`src/sfu_pkg.sv`:
```
// Package: widths, codes and cell state types for the steering force unit.
`timescale 1ns / 1ps
`default_nettype none
package sfu_pkg;

   localparam int FRAC_BITS = 16;
   localparam int POS_W     = 32;
   localparam int D_W       = POS_W + 1;
   localparam int SQ_W      = 2 * D_W;
   localparam int RAD_W     = SQ_W + 2;
   localparam int ROOT_W    = RAD_W / 2;
   localparam int REM_W     = ROOT_W + 4;
   localparam int LIM_W     = 31;
   localparam int NUM_W     = 64;
   localparam int QUO_W     = 33;
   localparam int HI_W      = NUM_W - QUO_W;
   localparam int DREM_W    = ROOT_W + 1;
   localparam int CSR_IDX_W = 8;
   localparam int SQRT_CELLS = ROOT_W;
   localparam int DIV_CELLS  = QUO_W;

   typedef enum logic [1:0] {
      ACT_SEEK   = 2'd0,
      ACT_FLEE   = 2'd1,
      ACT_ARRIVE = 2'd2
   } action_type;

   localparam logic [CSR_IDX_W-1:0] CSR_MAX_FORCE   = 8'd0;
   localparam logic [CSR_IDX_W-1:0] CSR_AREA_RADIUS = 8'd1;
   localparam logic [LIM_W-1:0]     LIMIT_RESET     = 31'd65536;

   typedef struct packed {
      logic [RAD_W-1:0]  s;
      logic [REM_W-1:0]  rem;
      logic [ROOT_W-1:0] root;
   } sqrt_type;

   typedef struct packed {
      logic [QUO_W-1:0]  num;
      logic [DREM_W-1:0] rem;
      logic [QUO_W-1:0]  quo;
      logic [ROOT_W-1:0] dvsr;
   } div_type;

   typedef struct packed {
      logic [1:0]            action;
      logic [2:0][D_W-1:0]   mag;
      logic [2:0]            neg;
      logic [2:0]            ovf;
      logic                  zero;
      logic                  deg;
   } side_type;

endpackage
`default_nettype wire

```
`src/sfu_div_cell.sv`:
```
// Divider cell: one restoring quotient bit per cycle while en is high.
`timescale 1ns / 1ps
`default_nettype none
module sfu_div_cell (
   input  logic             clock,
   input  logic             en,
   input  sfu_pkg::div_type st_prev,
   output sfu_pkg::div_type st_ff
);
   import sfu_pkg::*;

   div_type           st_in;
   logic [DREM_W-1:0] rem_sh;
   logic [DREM_W-1:0] dv;
   logic              ge;

   always_comb begin
      rem_sh = {st_prev.rem[DREM_W-2:0], st_prev.num[QUO_W-1]};
      dv     = {1'b0, st_prev.dvsr};
      ge     = (rem_sh >= dv);
      st_in.num  = {st_prev.num[QUO_W-2:0], 1'b0};
      st_in.rem  = ge ? (rem_sh - dv) : rem_sh;
      st_in.quo  = {st_prev.quo[QUO_W-2:0], ge};
      st_in.dvsr = st_prev.dvsr;
   end

   always_ff @(posedge clock) begin
      if (en) begin
         st_ff <= st_in;
      end
   end
endmodule
`default_nettype wire

```
`config.mk`:
```
export PLATFORM = sky130hd
export DESIGN_NAME = sfu_div_cell
export DESIGN_NICKNAME = d
export VERILOG_FILES = /design/src/sfu_pkg.sv /design/src/sfu_div_cell.sv
export SDC_FILE = /design/constraint.sdc
export NUM_CORES = 1
export LEC_CHECK = 0
export BUFFER_PORTS_ARGS = -buffer_cell sky130_fd_sc_hd__buf_2
export CAP_MARGIN = 20
export CORE_MARGIN = 4
export CORE_UTILIZATION = 48
export DETAILED_ROUTE_END_ITERATION = 12
export PLACE_DENSITY_LB_ADDON = 0.15
export SLEW_MARGIN = 30
export SYNTH_ARGS = -nofsm -noshare
export SYNTH_HDL_FRONTEND = slang
export SYNTH_SLANG_ARGS = --single-unit
export TNS_END_PERCENT = 1
```
`constraint.sdc`:
```
create_clock -name clock -period 3.1 [get_ports clock]
set_input_delay 0.155 -clock clock [delete_from_list [all_inputs] [get_ports clock]]
set_output_delay 0.155 -clock clock [all_outputs]
set_load 0.005 [all_outputs]
```
==> run_results.csv, run 1 <==
group,metric,value,unit
power,ir_drop,0.000283,V
detailed_routing,first_iter_violations,345,
detailed_routing,first_pass_iters,5,
clocking,cts_sinks,134,
die,die_area,15500,sq um
cells_and_area,top_regs,"st_ff (134)",
flow_run,max_cap_violations,0,
sta,hold_slack,0.0334,ns
sta,finalCritPeriodShare,0.970,
cells_and_area,final_net_count,1082,
setup_path,crit_path_top_delay_cell,"dlygate4sd3_1",
global_routing,antenna_found_initial,2,
clocking,cts_tree,"done",
setup_path,worstSetupEndpoint,"st_ff[101]",
cells_and_area,area_delta_synth_final,49.9,%
synthesis,synth_edf_count,134,
global_routing,grt.overflow.total,0,
setup_path,max_stage_delay,0.54,ns
placed_design,gpl.final_weighted_congestion,0.823,
detailed_routing,viasPerCell,5.17,
setup_path,criticalPathCategory,"in2reg",
detailed_routing,avgRoutedWirePerCell,18.2,microns
die,ios,272,
run_status,status,"completed",
synthesis,async_flop_share,0,
setup_path,cp-end-kind,"register",
sta,rsz0062_at_grt,"true",
sta,worstMarginPinSlew,0.591,ns
detailed_routing,num_vias,5682,
clocking,path_clk_slew,0.06,ns
die,fp-row-count,42,
setup_path,crit_path_start_kind,"input port",
setup_path,critPathLaunch,"st_prev[0]",
sta,fmax,0.333,GHz
sta,hold_viol,0,
clocking,clk_path_buf_depth,2,
synthesis,syn_nets,703,
setup_path,cp_num_cells,12,
synthesis,synth_largest_area_cell,"edfxtp_1",
cells_and_area,largest_reg_flops,134,
detailed_routing,routed_wl,20000,microns
synthesis,yosysSeqAreaShare,0.619,
sta,fin_crit,3.01,ns
setup_path,cp_top_family,"compound AO/OA/AOI/OAI gates",
setup_path,critPathArrivalTime,3.15,ns
placed_design,hpwl,13300,microns
placed_design,pre_cts_ws,0.190,ns
worst_hold_path,hold_path_class,"in2reg",
die,core,13200,sq um
die,die_x,124,microns
sta,setup_tns,0,ns
cells_and_area,drive_gt1_frac,0.363,
sta,max_slew_margin,0.601,
global_routing,grtUsageTotal,0.258,
global_routing,grt_max_degree,56,
clocking,root_buffer,"clkbuf_16",
cells_and_area,final_util,0.736,
synthesis,syn-cell-area,6500,sq um
placed_design,numPortBuffers,268,
synthesis,synth_area_leaders,"edfxtp_1 (62%), ha_1 (6.5%), a21oi_1 (4.0%)",
synthesis,synthTopCellsByCount,"edfxtp_1 (134), a21oi_1 (52), inv_1 (46), nand2_1 (46), nor2_1 (38)",
sta,drv_slew,0,
synthesis,synth.distinct_cells,54,
setup_path,path_max_fanout,3,
setup_path,worstPathCellList,"dlygate4sd3_1 > buf_2 > ha_1 > inv_1 > fa_2 > a21oi_2 > o211ai_1 > a211oi_2 > nor2_1 > a211o_1 > a2111oi_4 > xor2_1",
cells_and_area,top_register,"st_ff",
clocking,cts-htree-levels,4,
synthesis,synth_top_area_frac,0.619,
synthesis,avgSynthCellArea,12.2,sq um
synthesis,synth.most_common_cell,"edfxtp_1",
synthesis,ys_seq_elements,134,
clocking,numCtsBuffers,17,
power,p_per_area,554,nW/um^2
setup_path,critPathRequiredTime,3.24,ns
sta,layout_setup_ws,0.0928,ns
synthesis,synthCells,531,
sta,final-setup-viol-count,0,
global_routing,grt_pass1_vias,5907,
power,p_leak,4.33,nW
setup_path,worstPathBufferInverterCount,3,
synthesis,synth_ff_type,"edfxtp_1",
synthesis,synth_warnings,0,
global_routing,grt_pass1_wl,31800,microns
die,die_h,124,microns
die,initial_core_util,0.491,
detailed_routing,drc,0,
detailed_routing,antenna_left,0,
timing repair:
action	4_1_cts	5_1_grt
buffers inserted	0	3
hold buffers	98	0
endpoints found under the hold margin	98	0
setup endpoints to repair	0	23
resized for setup	0	11
where the power goes:
group / internal (mW) / switching [mW]
clock: 1.27 / 0.786
sequential: 2.22 / 0.0513
combinational: 0.502 / 0.564
total: 4.00 / 1.40
cells in the final DEF, fill, tap and decap left out, drive strengths merged, types with 5 or more instances in the layout:
| master | instances |
|---|---|
| o31ai | 5 |
| nand2 | 47 |
| xnor2 | 15 |
| o21bai | 6 |
| ha | 34 |
| inv | 50 |
| a21oi | 52 |
| a21o | 17 |
| nor2 | 38 |
| nand4 | 10 |
| clkinv | 6 |
| xor2 | 12 |
| nor3 | 9 |
| o21a | 7 |
| a211oi | 7 |
| edfxtp | 134 |
| dlygate4sd3 | 98 |
| a31oi | 6 |
| o21ai | 20 |
| clkbuf | 18 |
| buf | 283 |
through the flow:
step	area, sq um	power (mW)	std cells
after floorplan	6500	2.78	531
after global placement	8090	3.21	966
after detailed placement	8090	3.24	966
after CTS	9670	5.38	1096
after global routing	9750	5.64	1100
final	9750	5.40	1100
how the worst min path moves through the flow:
stage	start	slack, ns	cells after the start	endpoint
3_5_place_dp	st_prev[105]	0.33	1	st_ff[106]
6_report	st_prev[70]	0.03	3	st_ff[71]
5_1_grt	st_prev[70]	0.04	3	st_ff[71]
4_1_cts	st_prev[89]	0.02	3	st_ff[90]
3_3_place_gp	st_prev[124]	0.33	1	st_ff[125]
2_1_floorplan	st_prev[0]	0.25	0	st_ff[0]
kinds of logic after synthesis:
group	after synthesis	synth area share
other	1	0.000577
buffers and inverters	68	0.0423
adders and majority gates	35	0.0685
xor gates and xnor gates	27	0.0364
AOI/OAI and AO/OA	142	0.145
and+or+nand+nor	124	0.0880
DFF	134	0.619
cell type report:
cell class / count / area, sq um
fill: 910 / 3490
clock buffer: 18 / 429
inverter: 47 / 176
timing repair buffer: 381 / 2470
clock inverter: 14 / 175
sequential: 134 / 4020
tap: 176 / 220
multi-input combinational: 329 / 2250
antenna: 1 / 2.50
metal layers:
metal	routed length [microns]	global-route usage	up-vias
li1	-	-	2727
met1	7890	0.294	2693
met2	10500	0.459	223
met3	1200	0.0695	37
met4	476	0.0993	2
met5	7	0	-
(Power assumes the default switching activity.)
==> run 2, diff against run 1 <==
Settings changed: ABC_AREA set to 1, CORE_UTILIZATION 48 to 50.
==> run 2 against run 1 <==
  * First-iteration DRC count increased by 8.1%
  * Clock power about the same
  * Non-clock buffer count down 11
  * Largest power group unchanged
  * Critical path depth increased by 4
  * Cell count grew 26%
  * Highest routed layer is now met4
  * Critical endpoint is now st_ff[84]
  * Hold slack got worse by 0.017 ns
  * Die area grew 5.6%
  * Sequential share of layout area down 2.3 points
  * Total power is 0.43% higher
  * Sequential power about the same
  * Cell area increased by 5.9%
  * Synthesized area rose by 10%
==> run_results.csv, run 2 <==
group,metric,value,unit
setup_path,cp_num_cells,16,
sta,setup_tns,0,ns
synthesis,muxShareOfSynthArea,0,
synthesis,synth_warnings,0,
global_routing,grtUsageTotal,0.277,
setup_path,crit_path_top_delay_cell,"dlygate4sd3_1",
synthesis,synth_top_area_frac,0.560,
setup_path,critPathLaunch,"st_prev[17]",
flow_run,max_cap_violations,0,
cells_and_area,final_net_count,1359,
placed_design,gpl.final_weighted_congestion,0.914,
worst_hold_path,hold_path_class,"in2reg",
synthesis,avgSynthCellArea,8.92,sq um
detailed_routing,viasPerCell,4.79,
setup_path,crit_path_start_kind,"input port",
sta,max_slew_margin,0.470,
detailed_routing,antenna_left,0,
synthesis,synth_top_family_by_area,"simple AND/OR/NAND/NOR gates",
setup_path,worstPathCellList,"dlygate4sd3_1 > buf_2 > inv_1 > ha_1 > nand2_2 > nor2_2 > nand2_1 > nor2_1 > nand2_1 > nand3_2 > nand3_2 > nand2_4 > inv_2 > buf_4 > nand2_1 > nand2_1",
power,total_power,5.42,mW
synthesis,synthTopCellsByCount,"nand2_1 (308), edfxtp_1 (134), inv_1 (134)",
detailed_routing,drc,0,
placed_design,hpwl,15700,microns
synthesis,synth_largest_area_cell,"edfxtp_1",
cells_and_area,drive_gt1_frac,0.268,
synthesis,synthSimpleGateAreaFrac,0.243,
detailed_routing,avgRoutedWirePerCell,16.5,microns
sta,fmax,0.394,GHz
synthesis,synthAdderAreaFrac,0.0620,
die,die_area,16300,sq um
setup_path,critPathArrivalTime,2.71,ns
synthesis,synth_ff_type,"edfxtp_1",
sta,fin_crit,2.54,ns
clocking,cts_tree,"done",
die,core,14000,sq um
cells_and_area,mostFrequentLayoutCells,"nand2_1 (308), buf_2 (267), inv_1 (134), edfxtp_1 (134), dlygate4sd3_1 (98)",
synthesis,synth_compound_area_frac,0.0291,
clocking,cts-htree-levels,4,
die,die_x,128,microns
global_routing,grt_pass1_wl,34700,microns
clocking,numCtsBuffers,17,
die,initial_core_util,0.513,
run_status,status,"completed",
sta,worstMarginPinSlew,0.795,ns
synthesis,ys_seq_elements,134,
placed_design,numPortBuffers,268,
power,p_leak,5.25,nW
sta,rsz0062_at_grt,"false",
setup_path,worstPathBufferInverterCount,5,
synthesis,syn-cell-area,7180,sq um
sta,layout_setup_ws,0.561,ns
detailed_routing,routed_wl,22800,microns
die,fp-row-count,43,
detailed_routing,first_iter_violations,373,
cells_and_area,largest_reg_flops,134,
setup_path,critPathRequiredTime,3.27,ns
setup_path,cpMostUsedCell,"nand2_1",
setup_path,criticalPathCategory,"in2reg",
synthesis,synth_edf_count,134,
die,ios,272,
setup_path,max_stage_delay,0.55,ns
die,die_h,128,microns
sta,finalCritPeriodShare,0.819,
power,ir_drop,0.000353,V
detailed_routing,num_vias,6620,
cells_and_area,top_regs,"st_ff (134)",
cells_and_area,layout_commonest_cell,"nand2_1",
sta,hold_viol,0,
synthesis,synthCells,805,
detailed_routing,first_pass_iters,5,
placed_design,pre_cts_ws,0.699,ns
cells_and_area,top_register,"st_ff",
setup_path,cp_top_family,"simple AND/OR/NAND/NOR gates",
sta,drv_slew,0,
setup_path,worstSetupEndpoint,"st_ff[84]",
global_routing,antenna_found_initial,2,
synthesis,synth_xor_area_frac,0.0220,
setup_path,path_max_fanout,21,
synthesis,synth.most_common_cell,"nand2_1",
clocking,root_buffer,"clkbuf_16",
clocking,cts_sinks,134,
cells_and_area,area_delta_synth_final,43.8,%
synthesis,async_flop_share,0,
clocking,path_clk_slew,0.06,ns
global_routing,grt.overflow.total,0,
synthesis,synth_area_leaders,"edfxtp_1 (56%), nand2_1 (16%), inv_1 (7.0%)",
synthesis,synth.distinct_cells,28,
clocking,postCtsSetupRepairBufs,0,
power,p_per_area,525,nW/um^2
synthesis,yosysSeqAreaShare,0.560,
cells_and_area,fillers,1045,
setup_path,cp-end-kind,"register",
sta,final-setup-viol-count,0,
synthesis,syn_nets,977,
global_routing,grt_pass1_vias,6548,
global_routing,grt_max_degree,87,
clocking,clk_path_buf_depth,2,
[run 2: cell types whose count changed in the layout (fill, tap and decap cells not counted), moves of 7 or more]
cell and delta:
a21o_1 -16, a21oi_1 -25, buf_4 -10, inv_1 +88
nand2_1 +262, nand3_1 +30, nand3b_1 +9, nor2_1 +24
o21a_1 -7, o21ai_0 -11, xnor2_1 -14
[run 2: cells by family after synthesis]
| family | count (synthesis) |
|---|---|
| compound gates | 39 |
| xor+xnor | 18 |
| fa+ha+maj | 35 |
| buf+inv | 148 |
| flops | 134 |
| other cells | 1 |
| simple gates | 430 |
[run 2: how the worst min path moves through the flow]
stage	start	to	cells past startpoint
detailed placement	st_prev[63]	st_ff[64]	1
CTS	st_prev[73]	st_ff[74]	3
global placement	st_prev[36]	st_ff[37]	1
floorplan	st_prev[0]	st_ff[0]	0
global route	st_prev[74]	st_ff[75]	3
finish	st_prev[73]	st_ff[74]	3
[run 2: report_power, final]
part | internal (mW) | leakage (nW) | total [mW] | switching (mW)
Clock | 1.28 | 0.290 | 2.09 | 0.814
Combinational | 0.462 | 3.65 | 1.07 | 0.610
Sequential | 2.21 | 1.31 | 2.26 | 0.0474
Total | 3.95 | 5.25 | 5.42 | 1.47
[run 2: layer usage]
layer  global-route usage  vias to the layer above  share of wire
li1                     -                     3333              -
met1                0.324                     2987           0.38
met2                0.499                      254           0.52
met3               0.0625                       46          0.071
met4               0.0999                        0          0.028
met5                    0                        -              0
[run 2: cell type report]
class	count	area (sq um)	area share
diodes	2	5.00	0.000485
clock buffers	19	433	0.0419
clock inverters	13	174	0.0168
inverters	141	529	0.0513
multi-input cells	523	2560	0.248
flip-flops and latches	134	4020	0.390
well taps	180	225	0.0218
repair buffers	370	2370	0.230
[run 2: metrics by stage]
stage          instances  area, sq um  hold WS, ns  utilization
4_1_cts             1380        10300      0.00620        0.738
5_1_grt             1382        10300       0.0251        0.738
6_report            1382        10300       0.0167        0.738
3_3_place_gp        1250         8730        0.332        0.624
2_1_floorplan        805         7180        0.254            -
3_5_place_dp        1250         8730        0.333        0.624
[run 2: timing repair]
action	in CTS	in global routing
hold buffers	98	0
endpoints found under the hold margin	98	0
gates resized for setup	0	0
[run 2: worst min-delay path, delay by kind of cell]
| family | cells | cell delay (ns) |
|---|---|---|
| buffers and inverters | 1 | 0.09 |
| AND/OR/NAND/NOR | 2 | 0.10 |
==> run 3, diff against run 2 <==
Settings changed: ABC_AREA 1 to 0, CORE_UTILIZATION 50 to 48.
Clock period 3.1 ns to 2.5 ns, I/O delays scaled along.
==> run 3 against run 2 <==
  * Clock power grew 22%
  * Hold slack lost 0.0094 ns
  * First-iteration DRC count up 4.8%
  * Sequential power is 25% higher
  * Utilization rose by 5.1 points
  * Combinational power rose by 45%
  * Die area down 5.3%
  * Via count decreased by 5.8%
  * Global-route usage up 0.51 points
  * Worst setup slack worse by 0.46 ns
  * Critical endpoint is now st_ff[99]
  * Highest routed layer is now met5
==> run_results.csv, run 3 (synthesis gave the netlist of run 1 again) <==
group,metric,value,unit
clocking,cts_tree,"done",
die,die_x,124,microns
power,ir_drop,0.000355,V
placed_design,numPortBuffers,268,
setup_path,path_max_fanout,3,
run_status,status,"completed",
clocking,root_buffer,"clkbuf_16",
cells_and_area,final_net_count,1171,
power,p_leak,4.76,nW
flow_run,max_cap_violations,0,
setup_path,criticalPathCategory,"in2reg",
setup_path,cp-end-kind,"register",
placed_design,gpl.final_weighted_congestion,0.876,
global_routing,grt.overflow.total,0,
detailed_routing,antenna_left,0,
sta,fmax,0.417,GHz
die,die_area,15500,sq um
placed_design,hpwl,14300,microns
cells_and_area,largest_reg_flops,134,
detailed_routing,viasPerCell,5.24,
cells_and_area,mostFrequentLayoutCells,"buf_2 (267), edfxtp_1 (134), dlygate4sd3_1 (105), buf_4 (94), a21oi_1 (50)",
detailed_routing,first_iter_violations,391,
sta,drv_slew,0,
clocking,cts_sinks,134,
cells_and_area,area_delta_synth_final,60.7,%
sta,max_slew_margin,0.591,
power,p_per_area,664,nW/um^2
die,core,13200,sq um
sta,rsz0062_at_grt,"true",
clocking,postCtsSetupRepairBufs,0,
sta,fin_crit,2.40,ns
clocking,numCtsBuffers,17,
cells_and_area,top_register,"st_ff",
cells_and_area,drive_gt1_frac,0.412,
setup_path,critPathArrivalTime,2.66,ns
die,initial_core_util,0.491,
power,total_power,6.93,mW
clocking,path_clk_slew,0.06,ns
cells_and_area,fillers,820,
sta,final-setup-viol-count,0,
cells_and_area,top_regs,"st_ff (134)",
clocking,clk_path_buf_depth,2,
worst_hold_path,hold_path_class,"in2reg",
worst_hold_path,hold_start,"st_prev[87]",
clocking,cts-htree-levels,4,
cells_and_area,layout_commonest_cell,"buf_2",
sta,hold_viol,0,
setup_path,crit_path_start_kind,"input port",
die,ios,272,
die,fp-row-count,42,
setup_path,critPathRequiredTime,2.76,ns
detailed_routing,drc,0,
cells_and_area,final_util,0.789,
detailed_routing,avgRoutedWirePerCell,18.9,microns
global_routing,grt_max_degree,53,
sta,finalCritPeriodShare,0.960,
detailed_routing,routed_wl,22500,microns
global_routing,grt_pass1_wl,34600,microns
detailed_routing,first_pass_iters,5,
setup_path,critPathLaunch,"st_prev[134]",
global_routing,grtUsageTotal,0.282,
global_routing,grt_pass1_vias,6461,
sta,setup_tns,0,ns
sta,worstMarginPinSlew,0.607,ns
global_routing,antenna_found_initial,2,
die,die_h,124,microns
detailed_routing,num_vias,6234,
-- run 3: timing repair --
| item | in CTS | in global routing |
|---|---|---|
| gates resized for setup | 0 | 10 |
| endpoints found under the hold margin | 105 | 0 |
| endpoints found under the setup margin | 0 | 28 |
| hold buffers | 105 | 0 |
-- run 3: critical path, stage by stage --
cell and delay (ns):
buf_2 0.12, inv_1 0.07, ha_2 0.18, inv_1 0.06
fa_2 0.36, a21oi_2 0.16, o211ai_1 0.20, a211oi_2 0.35
buf_4 0.18, nor3_1 0.07, o31ai_1 0.24, a21oi_1 0.13
o21a_1 0.20, o31ai_2 0.20
-- run 3: per-stage QoR --
stage / setup slack (ns) / instances / cell area (sq um) / hold slack (ns)
floorplan: 0.0215 / 531 / 6500 / 0.224
global placement: -0.302 / 1051 / 8740 / 0.302
detailed placement: -0.319 / 1051 / 8740 / 0.304
CTS: 0.0966 / 1188 / 10400 / 0.000323
global route: -0.00968 / 1190 / 10400 / 0.0172
finish: 0.100 / 1190 / 10400 / 0.00723
-- run 3: area by class of cell --
class | count | area, sq um | area share
clock buffer | 17 | 425 | 0.0407
antenna | 2 | 5.00 | 0.000479
inverter | 47 | 176 | 0.0169
clock inverter | 15 | 166 | 0.0159
multi-input combinational | 329 | 2260 | 0.217
tap | 176 | 220 | 0.0211
timing repair buffer | 470 | 3160 | 0.303
sequential | 134 | 4020 | 0.385
-- run 3: layer usage --
metal / up-vias / routed length, microns / GRT usage
met5: - / 11 / 0
met4: 2 / 659 / 0.0974
met3: 58 / 1830 / 0.0738
met2: 333 / 11700 / 0.506
met1: 2932 / 8250 / 0.327
li1: 2909 / - / -
-- run 3: report_power, final --
| part | total (mW) | internal, mW | switching (mW) |
|---|---|---|---|
| sequential | 2.83 | 2.75 | 0.0721 |
| clock | 2.55 | 1.49 | 1.06 |
| combinational | 1.55 | 0.776 | 0.777 |
-- run 3: worst paths after layout --
kind   endpoint  slack (ns)  cells after the start
max   st_ff[99]        0.10                     14
min   st_ff[88]       0.007                      3
